--- src/event_priority_queue_assert.svh ---
// Assertion macros for the event priority queue.
// Used by the top level; expects clk and rst_n in scope at the point of use.
`ifndef EVENT_PRIORITY_QUEUE_ASSERT_SVH
`define EVENT_PRIORITY_QUEUE_ASSERT_SVH

// Same-cycle implication, checked outside reset
`define EPQ_ASSERT_IMP(lbl, ante, cons, msg) \
  lbl: assert property (@(posedge clk) disable iff (!rst_n) (ante) |-> (cons)) \
    else $error(msg);

// Next-cycle implication, checked outside reset
`define EPQ_ASSERT_NXT(lbl, ante, cons, msg) \
  lbl: assert property (@(posedge clk) disable iff (!rst_n) (ante) |=> (cons)) \
    else $error(msg);

`endif

--- src/epq_pkg.sv ---
// Shared types and codes for the event priority queue.
// No dependencies; used by the interfaces, the cell and the top level.
package epq_pkg;

  localparam int unsigned REQ_BITS    = 2;
  localparam int unsigned STATUS_BITS = 2;
  localparam int unsigned TAG_BITS    = 8;

  // Request codes; the remaining code is a no-op
  typedef enum logic [REQ_BITS-1:0] {
    REQ_ENQ  = 2'd0,
    REQ_DEQ  = 2'd1,
    REQ_PEEK = 2'd2
  } req_code_t;

  // Result status codes
  typedef enum logic [STATUS_BITS-1:0] {
    ST_OK    = 2'd0,
    ST_EMPTY = 2'd1,
    ST_FULL  = 2'd2
  } status_t;

  // Operation broadcast to every cell of the row
  typedef enum logic [1:0] {
    CELL_HOLD  = 2'd0,
    CELL_INS   = 2'd1,
    CELL_SHIFT = 2'd2
  } cell_op_t;

endpackage

--- src/epq_cell.sv ---
// One slot of the sorted shift-register queue.
// Depends on epq_pkg for the cell operation code and the tag width.
module epq_cell #(
  parameter int unsigned ENT_W = 41
) (
  input  logic              clk,
  input  logic              rst_n,
  input  epq_pkg::cell_op_t op,
  input  logic [ENT_W-1:0]  new_entry,
  input  logic [ENT_W-1:0]  left_entry,
  input  logic              left_valid,
  input  logic              left_lt,
  input  logic [ENT_W-1:0]  right_entry,
  input  logic              right_valid,
  output logic [ENT_W-1:0]  entry,
  output logic              valid,
  output logic              lt
);

  localparam int unsigned KEY_LO = epq_pkg::TAG_BITS;

  logic [ENT_W-1:0] entry_r, entry_nxt;
  logic             valid_r, valid_nxt;

  // Stored key ranks strictly ahead of the new key
  assign lt = valid_r && (entry_r[ENT_W-1:KEY_LO] < new_entry[ENT_W-1:KEY_LO]);

  // Keep, take the new entry, or shift from a neighbour
  always_comb begin
    entry_nxt = entry_r;
    valid_nxt = valid_r;
    case (op)
      epq_pkg::CELL_INS: begin
        if (lt) begin
          entry_nxt = entry_r;
          valid_nxt = valid_r;
        end else if (left_lt) begin
          entry_nxt = new_entry;
          valid_nxt = 1'b1;
        end else begin
          entry_nxt = left_entry;
          valid_nxt = left_valid;
        end
      end
      epq_pkg::CELL_SHIFT: begin
        entry_nxt = right_entry;
        valid_nxt = right_valid;
      end
      default: begin
        entry_nxt = entry_r;
        valid_nxt = valid_r;
      end
    endcase
  end

  always_ff @(posedge clk) begin
    if (!rst_n) begin
      valid_r <= 1'b0;
    end else begin
      valid_r <= valid_nxt;
    end
  end

  always_ff @(posedge clk) begin
    entry_r <= entry_nxt;
  end

  assign entry = entry_r;
  assign valid = valid_r;

endmodule

--- config.mk ---
export PLATFORM = sky130hd
export DESIGN_NAME = epq_cell
export DESIGN_NICKNAME = d
export VERILOG_FILES = /design/src/event_priority_queue_assert.svh /design/src/epq_pkg.sv /design/src/epq_cell.sv
export SDC_FILE = /design/constraint.sdc
export NUM_CORES = 1
export LEC_CHECK = 0
export ABC_AREA = 1
export BUFFER_PORTS_ARGS = -buffer_cell sky130_fd_sc_hd__buf_2
export CAP_MARGIN = 20
export CORE_ASPECT_RATIO = 0.5
export CORE_UTILIZATION = 25
export CTS_CLUSTER_DIAMETER = 120
export DETAILED_ROUTE_END_ITERATION = 8
export HOLD_SLACK_MARGIN = 0.15
export PLACE_DENSITY_LB_ADDON = 0.05
export SETUP_SLACK_MARGIN = 0.4
export SYNTH_ARGS = -nofsm -noshare
export SYNTH_HDL_FRONTEND = slang
export SYNTH_SLANG_ARGS = --single-unit
--- constraint.sdc ---
create_clock -name clk -period 2.55 [get_ports clk]
set_input_delay 0 -clock clk [delete_from_list [all_inputs] [get_ports clk]]
set_output_delay 0 -clock clk [all_outputs]
set_load 0.05 [all_outputs]
==> qor.csv, run 1 <==
metric,value,unit
syn_avg_cell_area,7.73,µm²
coreArea,0.0121,mm²
synth_edf_count,41,
setup_tns,0,ns
yosysWarnings,0,
power_switching,879,µW
r2r_start,entry[38],
clock_latency,0.29,ns
grt_pass1_wl,16.4,mm
clock_skew,0.00607,ns
seq_area_frac_synth,39.8,%
ir_drop,0.000238,V
dp_hpwl,7.28,mm
drive_gt1_share,33.4,%
rsz0062_at_grt,yes,
status,completed,
nNetsFinal,844,
routedWlPerCell,13.1,µm
p_per_area,438,mW/mm²
row_count,28,
min_path_type,in2reg,
p_comb_share,39.9,%
worstPathRequired,2.54,ns
path_clk_slew,0.06,ns
startpoint_type,register,
dieWidth,161,µm
fmax,490,MHz
pin_count,173,
synth_common_cells,"nand2_1 (137), inv_1 (52), edfxtp_1 (41)",
synthesis.area,0.00315,mm²
pwr-share-seq,35.2,%
globalplace.congestion,0.714,
end_kind,register,
clockBufferDepth,2,
grt_overflow,0,
fill_cells,1236,
antenna_found_initial,0,
ant_nets,0,
clock_power_share,25.0,%
swShare,35.2,%
critPathKind,reg2reg,
drt_first_pass_iters,4,
start_util,26.1,%
yosys.area.top_type,edfxtp_1,
clockRootBuffer,clkbuf_16,
relSlewSlack,57.0,%
htree_levels,2,
synthDistinctLibCells,21,
slew_violations,0,
cts_tree,built,
maxCapViolCount,0,
routed-via-count,3647,
place_ws,0.360,ns
critPathLaunch,entry[38],
grt_start_max_net_pins,47,
max_slew.worst_pin.slew,0.643,ns
n_antenna_cell,0,
cts_made_buffers,5,
synth_nets,569,
period_needed,2.04,ns
dieArea,0.0131,mm²
hold_viol,0,
internal_power,1620,µW
synth_cells,407,
die_h,81.3,µm
ys_top_cells_by_area,"edfxtp_1 (39%), nand2_1 (16%), ha_1 (13%)",
routed_wl,11.1,mm
arrival,2.03,ns
synth_top_flop_cell,edfxtp_1,
cp_max_fo,6,
io_buffer_count,172,
cts.sinks,42,
async_flop_share,0,%
period_share,80.0,%
ys_seq_elements,42,
synth_top_area_share,39.1,%
syn2layout_area_growth,81.2,%
hold_path.startpoint,op[1],
finalSetupViolations,0,
dr.first_iter.drc_count,92,
synthMostInstantiatedCell,nand2_1,
leakage,0.00276,µW
total_power,2500,µW
grt_use_total,16.1,%
layout_setup_ws,0.509,ns
vias_per_cell,4.30,
grt_pass1_vias,3426,
route.detailed.drc,0,
## path summary, 6_finish.rpt
path / endpoint / slack, ns / depth (start not counted)
worst max-delay path: entry[24] / 0.51 / 11
worst min-delay path: entry[31] / 0.33 / 3
worst max register to register: entry[24] / 0.51 / 11
worst min register to register: valid / 0.61 / 4
## sequential cells by signal (all words and copies together) (netlist names)
name / flops
entry: 41
valid: 1
## cell type report
| cell class | instances | area (µm²) | share of cell area (%) |
|---|---|---|---|
| clock inverters | 2 | 8.76 | 0.154 |
| well taps | 165 | 206 | 3.62 |
| repair buffers | 281 | 1930 | 33.9 |
| inverters | 53 | 199 | 3.49 |
| clock buffers | 6 | 129 | 2.26 |
| multi-input cells | 299 | 1970 | 34.6 |
| flip-flops and latches | 42 | 1250 | 21.9 |
## layout by cell type (no fill, tap or decap), types with 2 or more instances in the layout
cell type,synthesis,layout
a21oi_1,12,11
buf_4,0,9
o21ai_0,2,2
nand3_1,34,33
nor2_2,3,8
ha_1,32,23
nor2_4,1,2
inv_1,52,52
nand2_2,3,6
clkbuf_16,0,5
nand3_2,1,2
dlygate4sd3_1,0,101
nand2_4,1,3
edfxtp_1,41,41
ha_4,0,9
o211ai_1,31,31
nand2_1,137,130
a31oi_1,9,9
buf_2,2,171
a21o_1,2,2
nor2_1,23,17
nand2_8,0,10
## routing by layer
metal / wire [µm] / track usage [%]
met1: 5410 / 20.9
met2: 4940 / 27.8
met3: 673 / 4.49
met4: 45 / 1.43
met5: 0 / 0
## logic make-up (layout without fill, tap and decap cells)
group	Yosys count	after routing	synth area share, %
buffers and inverters	74	342	8.91
AOI/OAI and AO/OA	56	56	11.9
DFF	42	42	39.8
and+or+nand+nor	203	211	26.7
adders and majority gates	32	32	12.7
## timing repair
item,CTS,global route
hold endpoints to repair,42,0
buffers inserted,0,3
cloned,1,7
setup endpoints to repair,41,42
hold buffers,101,0
gates resized for setup,1,35
pin swaps,0,17
## power groups by stage
stage | sequential, µW | combinational (µW) | clock (µW)
6_report | 878 | 995 | 623
5_1_grt | 885 | 1100 | 689
4_1_cts | 875 | 915 | 652
3_5_place_dp | 889 | 752 | 0
3_3_place_gp | 888 | 756 | 0
2_1_floorplan | 1100 | 296 | 0
## critical path, cell delays in order, from the launching register on
cell	delay, ns
edfxtp_1	0.43
ha_4	0.30
nand2_2	0.06
nor2_4	0.12
nand2_2	0.09
nor2_2	0.10
nand2_1	0.07
nand2_1	0.07
nor2_2	0.05
nand2_4	0.13
nand2_8	0.14
nand2_8	0.19
## through the flow
| stage | instances | instance area (µm²) | utilization [%] | hold WS (ns) |
|---|---|---|---|---|
| finish | 848 | 5700 | 47.3 | 0.331 |
| global route | 848 | 5700 | 47.3 | 0.353 |
| CTS | 838 | 5380 | 44.6 | 0.310 |
| detailed placement | 728 | 4210 | 34.9 | 0.228 |
| global placement | 728 | 4210 | 34.9 | 0.227 |
| floorplan | 407 | 3190 | - | 0.121 |
(Power assumes the default switching activity.)
==> inputs of run 2 (changes only) <==
Clock period 2.55 ns to 1.75 ns, I/O delays scaled along.
==> run 2 against run 1 <==
The run now ends with negative setup slack left. Power grew 65%. Global-route usage grew 1.1 points. Critical endpoint is now entry[13]. Wire length grew 6.4%. Clock power grew 99%. Maximum frequency grew 2.9%. Largest cell class is now non-clock buffers.
==> qor.csv, run 2 (synthesis results as in run 1) <==
metric,value,unit,change
dp_hpwl,7.60,mm,+4.3%
grt_start_max_net_pins,32,,-32%
htree_levels,2,,unchanged
slowest_delay,0.43,ns,about the same
clockBufferDepth,2,,unchanged
status,"finished, violations left",,
leakage,0.00306,µW,+11%
routed-via-count,3883,,+6.5%
antenna_found_initial,0,,unchanged
violations,negative setup slack,,
grt_overflow,0,,unchanged
grt_pass1_wl,17.5,mm,+7.1%
arrival,1.98,ns,-0.05 ns
path_clk_slew,0.06,ns,about the same
routedWlPerCell,13.1,µm,+0.52%
ir_drop,0.000459,V,+92%
dieWidth,161,µm,unchanged
seq_area,0.00125,mm²,unchanged
fill_cells,1176,,-4.9%
n_antenna_cell,0,,unchanged
pin_count,173,,unchanged
routed_wl,11.8,mm,+6.4%
vias_per_cell,4.32,,+0.54%
grt_pass1_vias,3691,,+7.7%
drive_gt1_share,39.6,%,+6.2 points
relSlewSlack,55.0,%,-2.0 points
slew_violations,0,,unchanged
cts.sinks,42,,unchanged
period_share,113,%,+33 points
dr.first_iter.drc_count,136,,+48%
maxCapViolCount,0,,unchanged
crit_chain,ha_4 -> nand2_2 -> nor2_4 -> nand3_2 -> nor2_2 -> nand2_1 -> nand2_1 -> nor2_2 -> nand2_4 -> nand2_8 -> nand2_8,,
cp_max_fo,5,,-1
ant_nets,0,,unchanged
nNetsFinal,894,,+5.9%
end_kind,register,,
dieArea,0.0131,mm²,unchanged
clock_skew,0.00951,ns,+0.00344 ns
fmax,504,MHz,+2.9%
period_needed,1.98,ns,-0.0571 ns
cp_slowest_cell,edfxtp_1,,
worstPathRequired,1.75,ns,-0.79 ns
io_buffer_count,172,,unchanged
total_power,4120,µW,+65%
syn2layout_area_growth,102,%,
globalplace.congestion,0.720,,+0.90%
start_util,26.1,%,unchanged
largest_reg_flops,41,,unchanged
critPathKind,reg2reg,,
route.detailed.drc,0,,unchanged
rsz0062_at_grt,yes,,
coreArea,0.0121,mm²,unchanged
finalSetupViolations,43,,+43
row_count,28,,unchanged
min_path_type,in2reg,,
startpoint_type,register,,
hold_viol,0,,unchanged
multi_input_area,0.00216,mm²,+9.6%
final_cell_mix,"buf_2 (171), nand2_1 (122), dlygate4sd3_1 (112)",,
setup_tns,-9.45,ns,-9.45 ns
cts_tree,built,,
cts_made_buffers,5,,unchanged
die_h,81.3,µm,unchanged
grt_use_total,17.2,%,+1.1 points
p_per_area,646,mW/mm²,+48%
drt_first_pass_iters,4,,unchanged
clockRootBuffer,clkbuf_16,,
max_slew.worst_pin.slew,0.672,ns,+0.0295 ns
clock_latency,0.29,ns,about the same
layout_commonest_cell,buf_2,,
layout_setup_ws,-0.234,ns,-0.743 ns
==> run 2: cell types whose count changed in the layout (fill, tap and decap cells not counted), sizes merged <==
cell / previous run / this run
buf: 180 / 219
dlygate4sd3: 101 / 112
bufinv: 0 / 2
clkbuf: 6 / 5
clkinv: 2 / 1
==> run 2: cell type report <==
type                    count  share of cell area, %
inverters                  53                   3.12
repair buffers            331                   37.0
flip-flops and latches     42                   19.6
clock inverters             3                   1.08
well taps                 165                   3.24
clock buffers               5                   1.96
multi-input cells         299                   33.9
==> run 2: where the power goes <==
group	leakage [µW]	total, µW	internal [µW]	switching (µW)
sequential	0.000404	1290	1230	58.6
combinational	0.00256	1590	695	897
clock	0.0000940	1240	821	416
==> run 2: metal layers <==
metal | GRT usage, % | routed length (µm) | vias up
li1 | - | - | 2025
met1 | 22.0 | 5560 | 1745
met2 | 29.5 | 5410 | 100
met3 | 4.65 | 711 | 13
met4 | 3.24 | 100 | 0
met5 | 0 | 0 | -
==> run 2: final timing paths <==
check | from | end | slack (ns) | cells after the start
min | new_entry[19] | entry[19] | 0.18 | 5
min reg2reg | valid | valid | 0.57 | 4
max reg2reg | entry[16] | entry[13] | -0.23 | 11
max | entry[16] | entry[13] | -0.23 | 11
==> run 2: critical path: cells and delay by family (launching register included) <==
| family | cells | cell delay (ns) |
|---|---|---|
| adders and majority gates | 1 | 0.30 |
| and+or+nand+nor | 10 | 0.97 |
| DFF | 1 | 0.43 |
==> run 2: through the flow <==
step                      instance area (µm²)  setup slack (ns)  cells  hold WS [ns]  util, %
after detailed placement                 4460            -0.399    760         0.230     37.0
after global routing                     6370            -0.332    898         0.216     52.9
after global placement                   4460            -0.368    760         0.225     37.0
after CTS                                5960            -0.240    886         0.161     49.4
after floorplan                          3190            -0.439    407         0.121        -
final                                    6370            -0.234    898         0.176     52.9
==> run 2: what timing repair did <==
action | 4_1_cts | 5_1_grt
cloned | 4 | 4
resized for setup | 24 | 41
pin swaps | 10 | 26
hold buffers | 112 | 0
endpoints found under the hold margin | 42 | 0
buffers inserted | 2 | 8
endpoints found under the setup margin | 43 | 43
